`src/sv/wbps_pkg.sv`:
```
// ----------------------------------------------------------------------------
// wbps_pkg
// Shared constants and types of the wildcard byte pattern scanner.
// ----------------------------------------------------------------------------
package wbps_pkg;

  // Depth of the sliding window, which is also the longest usable signature.
  localparam int unsigned MaxPatternBytes = 16;
  localparam int unsigned WinIdxW = (MaxPatternBytes > 1) ? $clog2(MaxPatternBytes) : 1;

  localparam int unsigned ByteW    = 8;
  localparam int unsigned AddrW    = 32;
  localparam int unsigned LenW     = 5;
  localparam int unsigned CareW    = 16;
  localparam int unsigned CfgIdxW  = 8;
  localparam int unsigned CfgDataW = 64;

  // Configuration register indexes.
  typedef enum logic [CfgIdxW-1:0] {
    REG_PATTERN_LOW  = 8'd0,
    REG_PATTERN_HIGH = 8'd1,
    REG_CARE_MASK    = 8'd2,
    REG_PATTERN_LEN  = 8'd3
  } cfg_reg_e;

  // Per-cycle control that every window cell sees.
  typedef struct packed {
    logic shift;  // take the neighbor's byte and valid bit
    logic clear;  // drop the held byte (valid bit goes low)
  } cell_ctrl_t;

endpackage

```
`src/sv/wbps_in_if.sv`:
```
// ----------------------------------------------------------------------------
// wbps_in_if
// Byte stream channel into the scanner: one byte with its address and flags.
// ----------------------------------------------------------------------------
interface wbps_in_if;
  logic                          valid;
  logic                          ready;
  logic [wbps_pkg::ByteW-1:0]    data_byte;
  logic [wbps_pkg::AddrW-1:0]    byte_address;
  logic                          region_start;
  logic                          new_search;

  modport source (
    output valid, data_byte, byte_address, region_start, new_search,
    input  ready
  );

  modport sink (
    input  valid, data_byte, byte_address, region_start, new_search,
    output ready
  );
endinterface

```
`src/sv/wbps_out_if.sv`:
```
// ----------------------------------------------------------------------------
// wbps_out_if
// Result channel of the scanner: the start address of the first match.
// ----------------------------------------------------------------------------
interface wbps_out_if;
  logic                          valid;
  logic                          ready;
  logic [wbps_pkg::AddrW-1:0]    match_address;

  modport source (
    output valid, match_address,
    input  ready
  );

  modport sink (
    input  valid, match_address,
    output ready
  );
endinterface

```
`src/sv/wbps_cell.sv`:
```
// ----------------------------------------------------------------------------
// wbps_cell
// One window slot: holds a byte and its valid bit, passes them on to the next
// slot and compares the incoming byte against its signature byte.
// ----------------------------------------------------------------------------
module wbps_cell (
  input  logic                       clk_i,
  input  logic                       rst_ni,
  input  wbps_pkg::cell_ctrl_t       ctrl_i,
  input  logic [wbps_pkg::ByteW-1:0] byte_i,
  input  logic                       valid_i,
  input  logic [wbps_pkg::ByteW-1:0] pat_byte_i,
  input  logic                       care_i,
  input  logic                       in_use_i,
  output logic [wbps_pkg::ByteW-1:0] byte_o,
  output logic                       valid_o,
  output logic                       ok_o
);

  logic [wbps_pkg::ByteW-1:0] byte_q, byte_d;
  logic                       valid_q, valid_d;

  always_comb begin
    valid_d = valid_q;
    byte_d  = byte_q;
    if (ctrl_i.shift) begin
      valid_d = valid_i;
      byte_d  = byte_i;
    end else if (ctrl_i.clear) begin
      valid_d = 1'b0;
    end
  end

  always_ff @(posedge clk_i or negedge rst_ni) begin
    if (!rst_ni) begin
      valid_q <= 1'b0;
    end else begin
      valid_q <= valid_d;
    end
  end

  always_ff @(posedge clk_i) begin
    byte_q <= byte_d;
  end

  // The compare looks at the byte that enters this slot in the current transfer.
  assign ok_o    = !in_use_i || !care_i || (byte_i == pat_byte_i);
  assign byte_o  = byte_q;
  assign valid_o = valid_q;

endmodule

```
`src/sv/wildcard_byte_pattern_scan.sv`:
```
// ----------------------------------------------------------------------------
// wildcard_byte_pattern_scan
// Searches a byte stream for a signature with don't-care positions and reports
// the start address of the first match.
// ----------------------------------------------------------------------------
// Throughput: one byte per cycle, sustained, while the result side keeps up.
// Result: a match is visible on the result channel in the cycle after the byte
//   that completes it is transferred; the compare runs across all window cells
//   in parallel in that same cycle, so no extra stage sits in the path.
// Reset: the window valid bits, the found flag and the result valid flag clear
//   at once; configuration registers return to zero, pattern length to one. No clearing pass.
// ----------------------------------------------------------------------------
module wildcard_byte_pattern_scan (
  input  logic                          clk_i,
  input  logic                          rst_ni,
  input  logic                          cfg_we_i,
  input  logic [wbps_pkg::CfgIdxW-1:0]  cfg_idx_i,
  input  logic [wbps_pkg::CfgDataW-1:0] cfg_data_i,
  wbps_in_if.sink                       in_i,
  wbps_out_if.source                    out_o
);

  localparam int unsigned Depth = wbps_pkg::MaxPatternBytes;

  // --------------------------------------------------------------------------
  // Configuration registers. The user must write them only while the scanner is idle; the block does not enforce it.
  // --------------------------------------------------------------------------
  logic [63:0]                   pat_low_q;
  logic [63:0]                   pat_high_q;
  logic [wbps_pkg::CareW-1:0]    care_q;
  logic [wbps_pkg::LenW-1:0]     len_q;

  always_ff @(posedge clk_i or negedge rst_ni) begin
    if (!rst_ni) begin
      pat_low_q  <= '0;
      pat_high_q <= '0;
      care_q     <= '0;
      len_q      <= wbps_pkg::LenW'(1);
    end else if (cfg_we_i) begin
      case (wbps_pkg::cfg_reg_e'(cfg_idx_i))
        wbps_pkg::REG_PATTERN_LOW:  pat_low_q  <= cfg_data_i;
        wbps_pkg::REG_PATTERN_HIGH: pat_high_q <= cfg_data_i;
        wbps_pkg::REG_CARE_MASK:    care_q     <= cfg_data_i[wbps_pkg::CareW-1:0];
        wbps_pkg::REG_PATTERN_LEN:  len_q      <= cfg_data_i[wbps_pkg::LenW-1:0];
        default: ;
      endcase
    end
  end

  // Effective length: zero counts as one, anything past the window depth is
  // clamped to the depth.
  logic [wbps_pkg::LenW-1:0] len_eff;
  logic [wbps_pkg::LenW-1:0] len_m1;

  always_comb begin
    if (len_q == '0) begin
      len_eff = wbps_pkg::LenW'(1);
    end else if (len_q > wbps_pkg::LenW'(Depth)) begin
      len_eff = wbps_pkg::LenW'(Depth);
    end else begin
      len_eff = len_q;
    end
  end

  assign len_m1 = len_eff - wbps_pkg::LenW'(1);

  logic [127:0] pat_all;
  assign pat_all = {pat_high_q, pat_low_q};

  // --------------------------------------------------------------------------
  // Handshake and per-transfer control.
  // A new byte is taken whenever the result slot is empty or being drained,
  // so the scanner never waits on the slot when nothing is pending.
  // --------------------------------------------------------------------------
  logic                       out_vld_q, out_vld_d;
  logic [wbps_pkg::AddrW-1:0] match_addr_q, match_addr_d;
  logic                       found_q, found_d;
  logic                       in_xfer;
  logic                       clear_win;
  logic                       hit;
  wbps_pkg::cell_ctrl_t       ctrl;

  assign in_i.ready = !out_vld_q || out_o.ready;
  assign in_xfer    = in_i.valid && in_i.ready;

  // A new search or a region boundary empties the window before the byte is
  // taken. Once a match has been reported the window takes no new bytes until the
  // next new search.
  assign clear_win  = in_xfer && (in_i.new_search || in_i.region_start);
  assign ctrl.clear = clear_win;
  assign ctrl.shift = in_xfer && (!found_q || in_i.new_search);

  // --------------------------------------------------------------------------
  // Window: a chain of cells, cell k holds the byte seen k transfers ago.
  // Cell k is lined up against signature byte (length - 1 - k).
  // --------------------------------------------------------------------------
  logic [wbps_pkg::ByteW-1:0] win_byte [Depth];
  logic [Depth-1:0]           win_vld;
  logic [Depth-1:0]           vin;
  logic [Depth-1:0]           cell_ok;

  for (genvar k = 0; k < Depth; k++) begin : g_cell
    logic [wbps_pkg::ByteW-1:0] byte_in;
    logic [3:0]                 sig_idx;
    logic                       in_use;

    if (k == 0) begin : g_head
      assign byte_in = in_i.data_byte;
      assign vin[k]  = 1'b1;
    end else begin : g_body
      assign byte_in = win_byte[k-1];
      assign vin[k]  = win_vld[k-1] && !clear_win;
    end

    assign sig_idx = 4'(len_m1 - wbps_pkg::LenW'(k));
    assign in_use  = wbps_pkg::LenW'(k) < len_eff;

    wbps_cell u_cell (
      .clk_i      (clk_i),
      .rst_ni     (rst_ni),
      .ctrl_i     (ctrl),
      .byte_i     (byte_in),
      .valid_i    (vin[k]),
      .pat_byte_i (pat_all[{sig_idx, 3'b000} +: wbps_pkg::ByteW]),
      .care_i     (care_q[sig_idx]),
      .in_use_i   (in_use),
      .byte_o     (win_byte[k]),
      .valid_o    (win_vld[k]),
      .ok_o       (cell_ok[k])
    );
  end

  // A match needs the window to hold at least the pattern length after this
  // byte enters, which is the valid bit arriving at the oldest cell in use.
  assign hit = ctrl.shift && vin[len_m1[wbps_pkg::WinIdxW-1:0]] && (&cell_ok);

  // --------------------------------------------------------------------------
  // Found flag and result slot.
  // --------------------------------------------------------------------------
  always_comb begin
    found_d      = found_q;
    out_vld_d    = out_vld_q;
    match_addr_d = match_addr_q;
    if (out_o.ready) begin
      out_vld_d = 1'b0;
    end
    if (in_xfer && in_i.new_search) begin
      found_d = 1'b0;
    end
    if (hit) begin
      found_d      = 1'b1;
      out_vld_d    = 1'b1;
      match_addr_d = in_i.byte_address - {{(wbps_pkg::AddrW-wbps_pkg::LenW){1'b0}}, len_m1};
    end
  end

  always_ff @(posedge clk_i or negedge rst_ni) begin
    if (!rst_ni) begin
      found_q   <= 1'b0;
      out_vld_q <= 1'b0;
    end else begin
      found_q   <= found_d;
      out_vld_q <= out_vld_d;
    end
  end

  always_ff @(posedge clk_i) begin
    match_addr_q <= match_addr_d;
  end

  assign out_o.valid         = out_vld_q;
  assign out_o.match_address = match_addr_q;

  // --------------------------------------------------------------------------
  // Assertions
  // --------------------------------------------------------------------------
  // The valid bits always fill from the newest cell: no gap in the window.
  a_fill_contiguous: assert property (@(posedge clk_i) disable iff (!rst_ni)
    ((win_vld >> 1) & ~win_vld) == '0)
    else $error("window valid bits are not contiguous");

  // A fresh result only ever follows a byte transfer.
  a_result_from_xfer: assert property (@(posedge clk_i) disable iff (!rst_ni)
    (out_o.valid && !$past(out_o.valid)) |-> $past(in_xfer))
    else $error("result appeared without an input transfer");

  // A match always leaves the found flag set.
  a_hit_sets_found: assert property (@(posedge clk_i) disable iff (!rst_ni)
    hit |=> found_q)
    else $error("found flag not set after a match");

  // After a match the window holds still until a new search or region.
  a_frozen_after_found: assert property (@(posedge clk_i) disable iff (!rst_ni)
    (found_q && !(in_xfer && (in_i.new_search || in_i.region_start)))
      |=> $stable(win_vld))
    else $error("window moved while a match is held");

  // Input is held back only by an undelivered result.
  a_stall_reason: assert property (@(posedge clk_i) disable iff (!rst_ni)
    !in_i.ready |-> (out_vld_q && !out_o.ready))
    else $error("input stalled without a pending result");

endmodule

```
`src/flat_wrapper.sv`:
```
// flat-port wrapper written by rule: the top's interface ports become plain ports
module wildcard_byte_pattern_scan_flat 
  (clk_i, rst_ni, cfg_we_i, cfg_idx_i, cfg_data_i, in_i_valid, in_i_data_byte, in_i_byte_address, in_i_region_start, in_i_new_search, in_i_ready, out_o_valid, out_o_match_address, out_o_ready);
  wbps_in_if in_i_i ();
  wbps_out_if out_o_i ();
  input  logic clk_i;
  input  logic rst_ni;
  input  logic cfg_we_i;
  input  logic [wbps_pkg::CfgIdxW-1:0] cfg_idx_i;
  input  logic [wbps_pkg::CfgDataW-1:0] cfg_data_i;
  input wire logic [$bits(in_i_i.valid)-1:0] in_i_valid;
  input wire logic [$bits(in_i_i.data_byte)-1:0] in_i_data_byte;
  input wire logic [$bits(in_i_i.byte_address)-1:0] in_i_byte_address;
  input wire logic [$bits(in_i_i.region_start)-1:0] in_i_region_start;
  input wire logic [$bits(in_i_i.new_search)-1:0] in_i_new_search;
  output wire logic [$bits(in_i_i.ready)-1:0] in_i_ready;
  output wire logic [$bits(out_o_i.valid)-1:0] out_o_valid;
  output wire logic [$bits(out_o_i.match_address)-1:0] out_o_match_address;
  input wire logic [$bits(out_o_i.ready)-1:0] out_o_ready;
  assign in_i_i.valid = in_i_valid;
  assign in_i_i.data_byte = in_i_data_byte;
  assign in_i_i.byte_address = in_i_byte_address;
  assign in_i_i.region_start = in_i_region_start;
  assign in_i_i.new_search = in_i_new_search;
  assign in_i_ready = in_i_i.ready;
  assign out_o_valid = out_o_i.valid;
  assign out_o_match_address = out_o_i.match_address;
  assign out_o_i.ready = out_o_ready;
  wildcard_byte_pattern_scan u_core (.clk_i(clk_i), .rst_ni(rst_ni), .cfg_we_i(cfg_we_i), .cfg_idx_i(cfg_idx_i), .cfg_data_i(cfg_data_i), .in_i(in_i_i), .out_o(out_o_i));
endmodule
```
`config.mk`:
```
export PLATFORM = sky130hd
export DESIGN_NAME = wildcard_byte_pattern_scan_flat
export DESIGN_NICKNAME = d
export VERILOG_FILES = /design/src/sv/wbps_pkg.sv /design/src/sv/wbps_in_if.sv /design/src/sv/wbps_out_if.sv /design/src/sv/wbps_cell.sv /design/src/sv/wildcard_byte_pattern_scan.sv /design/src/flat_wrapper.sv
export SDC_FILE = /design/constraint.sdc
export NUM_CORES = 1
export LEC_CHECK = 0
export BUFFER_PORTS_ARGS = -buffer_cell sky130_fd_sc_hd__buf_2
export CORE_MARGIN = 4
export CORE_UTILIZATION = 60
export CTS_BUF_LIST = sky130_fd_sc_hd__clkbuf_8 sky130_fd_sc_hd__clkbuf_16
export DETAILED_ROUTE_END_ITERATION = 7
export PLACE_DENSITY = 0.8
export SLEW_MARGIN = 15
export SYNTH_ARGS = -nofsm -noshare
export SYNTH_HDL_FRONTEND = slang
export SYNTH_HIERARCHICAL = 1
export SYNTH_SLANG_ARGS = --single-unit
```
`constraint.sdc`:
```
create_clock -name clk_i -period 23.1 [get_ports clk_i]
set_input_delay 0 -clock clk_i [delete_from_list [all_inputs] [get_ports clk_i]]
set_output_delay 0 -clock clk_i [all_outputs]
set_load 0.05 [all_outputs]
```
After elaboration in Yosys (flattened, before gate mapping)

Cells that the tools add are included.

Register bits after elaboration: 318
Logic and storage cells: 279
Output and inout port bits: 34

Shift-type cells: 16
Equal/unequal tests: 19
Order comparisons: 33
Reduce and logical (&&, ||, !) cells: 101
$add $sub $neg: 17
Muxes and demuxes: 56

Operators by type and width:

| operator                                                    | number |
|---|---|
| variable part select 128 x 8 -> 8 bit                       | 16 |
| equality test 8 bit                                         | 16 |
| less-than comparator 4 x 5 -> 1 bit (second input constant) | 16 |
| binary-select mux 1 bit (select 4 bit)                      | 17 |
| less-than comparator 4 x 5 -> 1 bit (first input constant)  | 8 |
| two-way mux 1 bit                                           | 37 |
| logical NOT 1 bit                                           | 35 |
| logical OR 1 bit                                            | 35 |
| subtractor 32 x 5 -> 32 bit                                 | 1 |
| subtractor 4 bit (second input constant)                    | 8 |
| logical AND 1 bit                                           | 21 |
| less-than comparator 3 x 5 -> 1 bit (first input constant)  | 4 |
| equality test 8 x 2 -> 1 bit (second input constant)        | 2 |
| AND reduction 16 bit                                        | 1 |
| subtractor 4 x 3 -> 4 bit (second input constant)           | 4 |
| less-than comparator 1 x 5 -> 1 bit (first input constant)  | 2 |
| less-than comparator 2 x 5 -> 1 bit (first input constant)  | 2 |
| two-way mux 5 bit                                           | 2 |
| equality test 8 x 1 -> 1 bit (second input constant)        | 1 |
| logical NOT 8 bit                                           | 1 |
| AND reduction 2 bit                                         | 4 |
| subtractor 4 x 2 -> 4 bit (second input constant)           | 2 |
| nonzero test 2 bit                                          | 3 |
| greater-than comparator 5 bit (second input constant)       | 1 |
| 3 further kinds                                             | 3 |

Longest topological paths before layout

Gate-level depths: netlist of run 1.

Word-level depth: 13
Gate-level depth with buffers: 25
Depth with buffers taken out: 18

Hierarchy

Netlist of run 1, hierarchy kept.

By module, submodules not included:

| module                     | sequential area each (sq um) | instances | cells each | area each (sq um) |
|---|---|---|---|---|
| wildcard_byte_pattern_scan | 4,740.8                      | 1         | 1,192      | 14,092.3 |
| wbps_cell                  | 265.3                        | 16        | 22         | 372.9 |

Least setup slack after synthesis of run 1

No wires, ideal clock.

Path kind: flip-flop to flip-flop
Start: register u_core.out_vld_q (netlist: u_core/out_o.valid)
End: register u_core.match_addr_q, in the netlist u_core/out_o.match_address[0] (enable)
Path buffers: 0
Library setup time: 0.485 ns
Arrival: 14.885 ns
Clock period less this slack: 15.369 ns
Stages on the path, launching flop included: 5
Path slack: 7.731 ns
Data required time: 22.615 ns
Path through: dfrtp_1 > nor2b_1 > nor3_1 > o2111ai_1 > a311oi_1

RTL lines:

| what                   | RTL line                          | RTL |
|---|---|---|
| from (decl)            | wildcard_byte_pattern_scan.sv:75  | `logic out_vld_q, out_vld_d;` |
| from (signal assigned) | wildcard_byte_pattern_scan.sv:163 | `out_vld_q <= out_vld_d;` |
| to (signal assigned)   | wildcard_byte_pattern_scan.sv:168 | `match_addr_q <= match_addr_d;` |
| to (decl)              | wildcard_byte_pattern_scan.sv:76  | `logic [wbps_pkg::AddrW-1:0] match_addr_q, match_addr_d;` |

Worst setup path in the final report of run 1

Start: register u_core/len_q[4] in the netlist's numbering
End: register u_core.match_addr_q, in the netlist u_core/out_o.match_address[24] (enable)

Word-level cells in the longest chain between the ends: 12

Ends and longest elaborated chain:

| what                                                                              | RTL line                          | RTL |
|---|---|---|
| from (decl)                                                                       | wildcard_byte_pattern_scan.sv:31  | `logic [wbps_pkg::LenW-1:0] len_q;` |
| from (signal assigned)                                                            | wildcard_byte_pattern_scan.sv:38  | `len_q <= wbps_pkg::LenW'(1);` |
| from (signal assigned)                                                            | wildcard_byte_pattern_scan.sv:44  | `wbps_pkg::REG_PATTERN_LEN: len_q <= cfg_data_i[wbps_pkg::LenW-1:0];` |
| greater-than comparator 5 bit                                                     | wildcard_byte_pattern_scan.sv:58  | `end else if (len_q > wbps_pkg::LenW'(Depth)) begin` |
| two-way mux 5 bit                                                                 | wildcard_byte_pattern_scan.sv:58  |  |
| two-way mux 5 bit *                                                               | wildcard_byte_pattern_scan.sv:56  | `if (len_q == '0) begin` |
| parallel branches: the longest is 6 deep, another holds subtractor 5 x 1 -> 5 bit | n/a                               |  |
| logical OR 1 bit *                                                                | wbps_cell.sv:47                   | `assign ok_o = !in_use_i \|\| !care_i \|\| (byte_i == pat_byte_i);` |
| named net u_core.cell_ok[1]                                                       | wildcard_byte_pattern_scan.sv:100 | `logic [Depth-1:0] cell_ok;` |
| AND reduction 16 bit *                                                            | wildcard_byte_pattern_scan.sv:135 | `assign hit = ctrl.shift && vin[len_m1[wbps_pkg::WinIdxW-1:0]] && (&cell_ok);` |
| logical AND 1 bit *                                                               | wildcard_byte_pattern_scan.sv:135 |  |

Mark *: on every way through the listed nets, which the timed path passes. The select of a mux whose other input is x is not followed.
A chain may end at the register's enable or synchronous reset.

==> results of run 1 <==
power by group through the flow:
stage	clock [W]	combinational [W]	sequential [W]
finish	0.000562	0.000520	0.000733
floorplan	0	0.000341	0.000767
detailed placement	0	0.000492	0.000740
global route	0.000596	0.000546	0.000738
global placement	0	0.000485	0.000738
CTS	0.000571	0.000511	0.000730
worst reg2reg max path: cells and delay by family (launching register included):
kind                     cells  cell delay (ns)
AND/OR/NAND/NOR              5             1.35
adder cells (fa/ha/maj)      1             0.48
XOR/XNOR                     1             0.17
buffers and inverters        4             2.04
flip-flops                   1             0.69
multiplexers                 3             1.02
AO/OA/AOI/OAI                3             0.72
layer usage:
metal,track usage,vias to the layer above,wire length (um)
li1,-,6283,-
met1,0.4604,7040,24770
met2,0.4795,673,25200
met3,0.06257,82,5215
met4,0.07485,0,1439
met5,0,-,0
worst min path at each step:
stage	to	slack [ns]	depth (start not counted)
final	u_core/pat_high_q[40]	0.11	3
after global routing	u_core/pat_high_q[40]	0.11	3
after CTS	u_core/pat_high_q[40]	0.08	3
after detailed placement	u_core/out_o.valid	0.20	1
after global placement	u_core/out_o.valid	0.19	1
after floorplan	u_core/care_q[0]	-0.30	0
state kept, by name (all words and copies together), names as in the netlist:
name,count
u_core/g_cell.u_cell/valid_o,15
u_core/out_o.match_address,32
u_core/care_q,16
u_core/len_q,5
u_core/pat_high_q,64
u_core/pat_low_q,64
u_core/g_cell.u_cell/byte_o,120
u_core/found_q,1
u_core/out_o.valid,1
metrics by stage:
stage | cells | setup WS [ns] | utilization
3_5_place_dp | 2068 | 16.46 | 0.6450
5_1_grt | 2262 | 15.99 | 0.7214
6_report | 2262 | 16.27 | 0.7214
3_3_place_gp | 2068 | 16.51 | 0.6450
2_1_floorplan | 1535 | 8.427 | -
4_1_cts | 2260 | 16.47 | 0.7200
layout make-up:
type / count / area, um2 / area share
clock buffer: 40 / 967.2 / 0.04121
clock inverter: 25 / 203.9 / 0.008690
inverter: 13 / 53.80 / 0.002292
multi-input combinational: 1121 / 10730 / 0.4572
sequential: 318 / 8720 / 0.3715
tap: 442 / 553.0 / 0.02356
timing repair buffer: 303 / 2241 / 0.09548
==> run summary, run 1 <==
The number of maximum-capacitance violations was 0. Summing all non-filler instances in the final layout gives an area of 0.02347 mm2. The detailed placer's ending HPWL came out at 40100 um. The initial antenna violation count is 0. The net switching share of the total power is 0.3279, and the via count of the first global-routing pass is 14310. TritonCTS built the clock tree. The routed design could run at a clock period as short as 6.833 ns.

The share of post-route cells with drive strength above 1 works out to 0.2357. In this run the register-to-register setup slack is 16.27 ns. On the worst path, the slowest cell contributes a delay of 0.79 ns. The critical path goes through nor4_2, nor2_4, inv_4, ha_4, inv_4, buf_4, mux2i_1, mux2i_1, mux2i_1, xnor2_1, nand4_1, o211ai_2, nand4_1, nor4_1, o2111ai_1, a311oi_4, buf_4. After clock tree synthesis, the clock-pin slew on the worst setup and hold paths is 0.06 ns.

The area of the core was 0.03254 mm2; the arrival time of the worst setup path was 7.00 ns. The horizontal extent of the die came out at 189.6 um. The largest fanout on the critical path is 52, and the DRC violation total after the first TritonRoute iteration is 1279.

At the worst endpoint, the required time is 23.27 ns. The logs give 0.01978 mm2 for the cell area after synthesis and 14080 for the via count of the routed design. The library cell used as clock root buffer is sky130_fd_sc_hd__clkbuf_16. Total net switching power: 0.0005949 W. In this run the critical register-to-register path is captured at u_core/out_o.match_address[24]. Class of the most critical setup path: flop to flop. After clock tree synthesis, the repair step resized 0 gates. Buffers placed on the I/O ports in this run total 152. The starting utilization of the core area is 0.6079. The die height is 189.6 um, and the source-to-sink clock delay at the later pin of the worst-skew pair is 0.52 ns. In the synthesized netlist, the number of instances is 1533.

The die covers 0.03594 mm2. The final hold violation count was 0; the overall routed net length was 56630 um. The library cell used most frequently in the layout, excluding fill and tap cells, is sky130_fd_sc_hd__mux2i_1. The repair_antennas step left the layout with diodes totalling 0. At the pin with the least slew margin, the transition time is 1.100 ns. Beginning of the worst hold path: cfg_idx_i[1]. Fill cells in the final layout number 2275. The master of the slowest instance on the critical path was sky130_fd_sc_hd__buf_4.

Among the stages of the critical path, the cell type that occurs most often is sky130_fd_sc_hd__mux2i_1. IR analysis of the VDD net gives a maximum drop of 0.06869 mV. In the routed design, unresolved DRC markers number 0. After detailed routing, the average wire length per cell comes to 25.03 um. The number of buffers inserted to repair setup after CTS is 0. The depth of the worst register-to-register path was 17; the area added between synthesis and finish was 18.65%. The clock power share is 0.310. In this run the number of cells on the critical path is 17.

For this design, the CTS-stage hold fixing added 127 buffers. The pre-antenna-repair detailed-routing pass consisted of 5 iterations. The overall power consumption is 0.001814 W, and the number of placement rows is 66. The logs give 0 for the max-slew violation total from the final report and 0 for the number of routed nets with antenna violations. The combined global-route utilization of all metal layers is 0.3117. The tools report the final number of setup-violating endpoints as 0. The clock arrives with 0.01677 ns of skew. Setup repair after global routing left no endpoint under its margin. The worst path buffer plus inverter count is 4. The run finished with clean final reports. The logs give 146.3 MHz for the maximum clock rate and 0.287 for the relative contribution of combinational cells to total power. Yosys printed 6 warnings.

Each instance of the synthesized netlist takes up on average 12.90 um2. The tools report the number of levels in the clock H-tree as 2. The critical register-to-register path startpoint is u_core/len_q[4]. Category of the worst setup path launch point: a flop.

The top cell types in the final layout, fill and taps aside, are 577 x sky130_fd_sc_hd__mux2i_1, 165 x sky130_fd_sc_hd__dfrtp_1, 152 x sky130_fd_sc_hd__edfxtp_1. STA classifies the critical path endpoint as a flop. The internal portion of the total power is 0.001219 W. The placed instances occupy a cell area of 0.02099 mm2. 153 I/O pins were placed. The critical path starts at u_core/len_q[4]. In the routed layout, each cell is associated on average with a via count of 6.224. The logs give 0.2668 for the relative slew slack and 0.404 for the sequential group share of total power. The first global-routing pass estimated 86310 um of wire. In this run the power density over the cells is 77.30 mW/mm2. In this run the deepest clock path goes through 3 buffers. The termination of the worst setup path is u_core/out_o.match_address[24]. The number of clock buffers added by TritonCTS is 36. Across all hold checks on the routed design, the worst slack comes to 0.1132 ns. The maximum number of pins on one net before global-route repair was 112; the cell leakage power was 10.70 nW. The final weighted congestion in routability-driven placement was 0.9572.

The net count of the finished layout is 1924. The worst min-delay path class is input pin to flop. Summed over all failing endpoints, the final setup total negative slack is 0 ns. The part of the cycle the worst path needs was 0.2958; the sink count of the clock tree was 318. Grouping stages by cell kind, the critical path spends the most delay in buffers and inverters. The global route total overflow was 0.
(Power assumes the default switching activity.)
==> inputs of run 2 (changes only) <==
--- a/config.mk
+++ b/config.mk
@@ -7,10 +7,10 @@
 export LEC_CHECK = 0
 export BUFFER_PORTS_ARGS = -buffer_cell sky130_fd_sc_hd__buf_2
 export CORE_MARGIN = 4
-export CORE_UTILIZATION = 60
+export CORE_UTILIZATION = 56
 export CTS_BUF_LIST = sky130_fd_sc_hd__clkbuf_8 sky130_fd_sc_hd__clkbuf_16
 export DETAILED_ROUTE_END_ITERATION = 7
-export PLACE_DENSITY = 0.8
+export PLACE_DENSITY = 0.78
 export SLEW_MARGIN = 15
 export SYNTH_ARGS = -nofsm -noshare
 export SYNTH_HDL_FRONTEND = slang
==> constraint.sdc (replaced) <==
create_clock -name clk_i -period 6.1 [get_ports clk_i]
set_input_delay 0 -clock clk_i [delete_from_list [all_inputs] [get_ports clk_i]]
set_output_delay 0 -clock clk_i [all_outputs]
set_load 0.05 [all_outputs]
==> run 2 against run 1 <==
- clock power rose to 3.5 times the previous value
- setup slack got worse by 16 ns
- global-route usage fell by 1.9 points
- critical path depth did not move
- first-iteration DRC count rose by 10%
- die area rose by 6.8%
- register-to-register slack got worse by 16 ns
- sequential share of layout area rose by 0.085 points
- design area fell by 0.21%
- worst hold slack got worse by 0.088 ns
- utilization fell by 4.7 points
- critical path type unchanged
- largest power group unchanged
==> run summary, run 2 (synthesis results as in run 1) <==
The run finished with clean final reports. The initial antenna violation count is 1. The critical path goes through nor4_2, nor2_4, inv_4, ha_4, inv_4, buf_4, mux2i_1, mux2i_1, mux2i_1, xnor2_1, nand4_1, o211ai_2, nand4_1, nor4_1, o2111ai_1, a311oi_4, buf_4.

Together, buffers and inverters on the worst path number 4. Master of the slowest instance on the critical path: sky130_fd_sc_hd__mux2i_1. Setup repair after global routing left no endpoint under its margin. The run gives 0.01987 ns as the worst-case clock skew. Dividing the detail-routed wire length by the instance count gives 25.10 um. The number of primary I/O pins is 153. Highest cell delay on the worst timing path: 0.57 ns. The number of cells on the worst reg-to-reg path is 17. The number of cells on the worst hold path was 5.

In this run the static leakage power is 10.72 nW. The starting utilization of the core area was 0.5698; the maximum number of pins on one net before global-route repair was 85. The number of maximum-capacitance violations came out at 0.

At the worst endpoint, the arrival time is 5.86 ns. The tools report the total of fill cells in the finished design as 2491. The die is 195.9 um wide. For this design, the sink count on the clock tree is 318.

The final hold violation count was 0. In this run the register-to-register setup slack is 0.41 ns. The via count of the first global-routing pass was 14270. The number of routed nets with antenna violations was 0; the largest fanout on the critical path was 34. The register with the most flip-flops in the layout has 120 of them.

The tools report the wire length of the first global-routing pass as 86840 um. The combined global-route utilization of all metal layers was 0.2932. The tools report the global route total overflow as 0. The relative slew slack was 0.3049; the part of the cycle the worst path needs was 0.9330. The placement-stage worst setup slack came out at 0.5458 ns. CTS built an H-tree with a depth of 2. Kind of capture point of the worst setup path: a flop.

The worst min-delay path class was input pin to flop. For the placed instance count, the log shows 2090. Timing would allow up to 175.7 MHz.

The maximum clock insertion buffer count was 3. By startpoint and endpoint, the worst setup path is classified as flop to flop. Most frequent cell on the critical path: sky130_fd_sc_hd__mux2i_1. TritonCTS built the clock tree.

The clock-pin slew reported for the worst setup and hold paths after clock tree synthesis is 0.06 ns, and the detailed-router iteration count before antenna repair is 5. After the first detailed-routing iteration, the DRC count stood at 1412. STA puts the critical path data required time at 6.27 ns.

The beginning of the worst hold path is cfg_idx_i[5]. Leaving out filler cells and counting taps, the final layout contains 2277. Counting the buffers created by CTS gives 35.

The total power divided by cell area was 288.3 mW/mm2; the detailed placer's ending HPWL was 41950 um. End of the worst register-to-register path: u_core/out_o.match_address[5]. The congestion estimate from routability-driven global placement came to 1.029. Using the TritonRoute via totals, the vias-per-cell ratio works out to 6.168. In this run the tool buffered the top-level ports with 152 buffer cells. The logs give 0 ns for the setup TNS after final layout and 0.53 ns for the source-to-sink clock delay at the later pin of the worst-skew pair.

The number of placement rows is 68, and the die height is 195.9 um. For this run, the post-layout net count is 1931. Grouping stages by cell kind, the critical path spends the most delay in simple AND/OR/NAND/NOR gates. Relative to the synthesized area, the layout overhead comes to 18.40%.

The most frequent standard cell in the layout excluding fill and tap cells was sky130_fd_sc_hd__mux2i_1. The max-slew violation total from the final report came out at 0. In this run the clock root is driven by a sky130_fd_sc_hd__clkbuf_16. The floorplan step defined a die boundary enclosing 0.03839 mm2. The worst hold path terminates at u_core/pat_high_q[5]. The tools report the setup slack after layout as 0.4085 ns. The worst-margin pin slew works out to 1.043 ns. The critical register-to-register path startpoint was u_core/len_q[3]. Leaving out fill and tap cells, the most frequent cells in the layout are 577 x sky130_fd_sc_hd__mux2i_1, 164 x sky130_fd_sc_hd__dfrtp_1, 152 x sky130_fd_sc_hd__edfxtp_1. The category of the worst setup path launch point was a flop. Overall routed net length: 57160 um. The share of post-route cells with drive strength above 1 is 0.2338.

The via count of the routed design was 14040; the final number of setup-violating endpoints was 0. Post-layout minimum cycle time: 5.692 ns. DRC violation count after routing: 0. Highest ir drop seen on vdd: 0.2114 mV. The repair_antennas step left the layout with diodes totalling 0.

For the area of the core, the log shows 0.03471 mm2.
## run 2: changes by cell type in the layout (fill, tap and decap cells not counted), moves of 2 or more
cell,previous run,this run
sky130_fd_sc_hd__buf_4,22,31
sky130_fd_sc_hd__inv_1,12,20
sky130_fd_sc_hd__clkinv_2,8,4
sky130_fd_sc_hd__clkinvlp_4,4,0
sky130_fd_sc_hd__bufinv_16,2,0
sky130_fd_sc_hd__clkbuf_8,3,1
## run 2: report_power, final
group	internal (W)	leakage [nW]	total (W)	switching, W
clock network	0.00111	0.554	0.00197	0.000866
logic	0.000812	6.45	0.00202	0.00121
registers	0.00258	3.72	0.00276	0.000183
## run 2: worst max-delay path by stage
stage | from | endpoint | slack (ns) | cells after the start
global placement | u_core/len_q[3] | u_core/out_o.match_address[0] | 0.70 | 18
detailed placement | u_core/len_q[3] | u_core/out_o.match_address[12] | 0.55 | 18
floorplan | u_core/out_o.valid | u_core/out_o.match_address[0] | -0.14 | 4
finish | u_core/len_q[3] | u_core/out_o.match_address[5] | 0.41 | 17
global route | u_core/len_q[3] | u_core/out_o.match_address[10] | 0.12 | 18
CTS | u_core/len_q[3] | u_core/out_o.match_address[19] | 0.53 | 18
## run 2: cell type report
| type | instances | area [um2] | area share |
|---|---|---|---|
| clock buffers | 38 | 939.7 | 0.04012 |
| clock inverters | 21 | 103.9 | 0.004434 |
| inverters | 13 | 53.80 | 0.002297 |
| multi-input cells | 1121 | 10750 | 0.4591 |
| flip-flops and latches | 318 | 8721 | 0.3724 |
| well taps | 455 | 569.3 | 0.02431 |
| repair buffers | 311 | 2281 | 0.09739 |
## run 2: layer usage
| metal | global-route usage | up-vias | routed length (um) |
|---|---|---|---|
| li1 | - | 6294 | - |
| met1 | 0.4188 | 7093 | 24930 |
| met2 | 0.4579 | 551 | 26040 |
| met3 | 0.05118 | 106 | 4177 |
| met4 | 0.09594 | 0 | 2013 |
| met5 | 0 | - | 0 |
## run 2: what timing repair did
action | 4_1_cts | 5_1_grt
hold endpoints to repair | 271 | 0
hold buffers | 128 | 0
resized for setup | 0 | 0
setup buffers | 0 | 0
## run 2: metrics by stage
stage / hold WS (ns) / power, W / utilization / area (um2)
after floorplan: -0.2956 / 0.004169 / - / 19860
after CTS: 0.007935 / 0.006734 / 0.6747 / 23420
final: 0.02512 / 0.006753 / 0.6747 / 23420
after detailed placement: 0.09881 / 0.004710 / 0.6077 / 21100
after global placement: 0.09217 / 0.004667 / 0.6077 / 21100
after global routing: 0.03077 / 0.006975 / 0.6747 / 23420
## run 2: worst register-to-register path: stages (launching register included)
cell and delay, ns:
sky130_fd_sc_hd__dfrtp_1 0.55, sky130_fd_sc_hd__nor4_2 0.54, sky130_fd_sc_hd__nor2_4 0.12, sky130_fd_sc_hd__inv_4 0.10
sky130_fd_sc_hd__ha_4 0.23, sky130_fd_sc_hd__inv_4 0.08, sky130_fd_sc_hd__buf_4 0.47, sky130_fd_sc_hd__mux2i_1 0.61
sky130_fd_sc_hd__mux2i_1 0.24, sky130_fd_sc_hd__mux2i_1 0.23, sky130_fd_sc_hd__xnor2_1 0.22, sky130_fd_sc_hd__nand4_1 0.27
sky130_fd_sc_hd__o211ai_2 0.22, sky130_fd_sc_hd__nand4_1 0.13, sky130_fd_sc_hd__nor4_1 0.38, sky130_fd_sc_hd__o2111ai_1 0.23
sky130_fd_sc_hd__a311oi_4 0.30, sky130_fd_sc_hd__buf_4 0.42
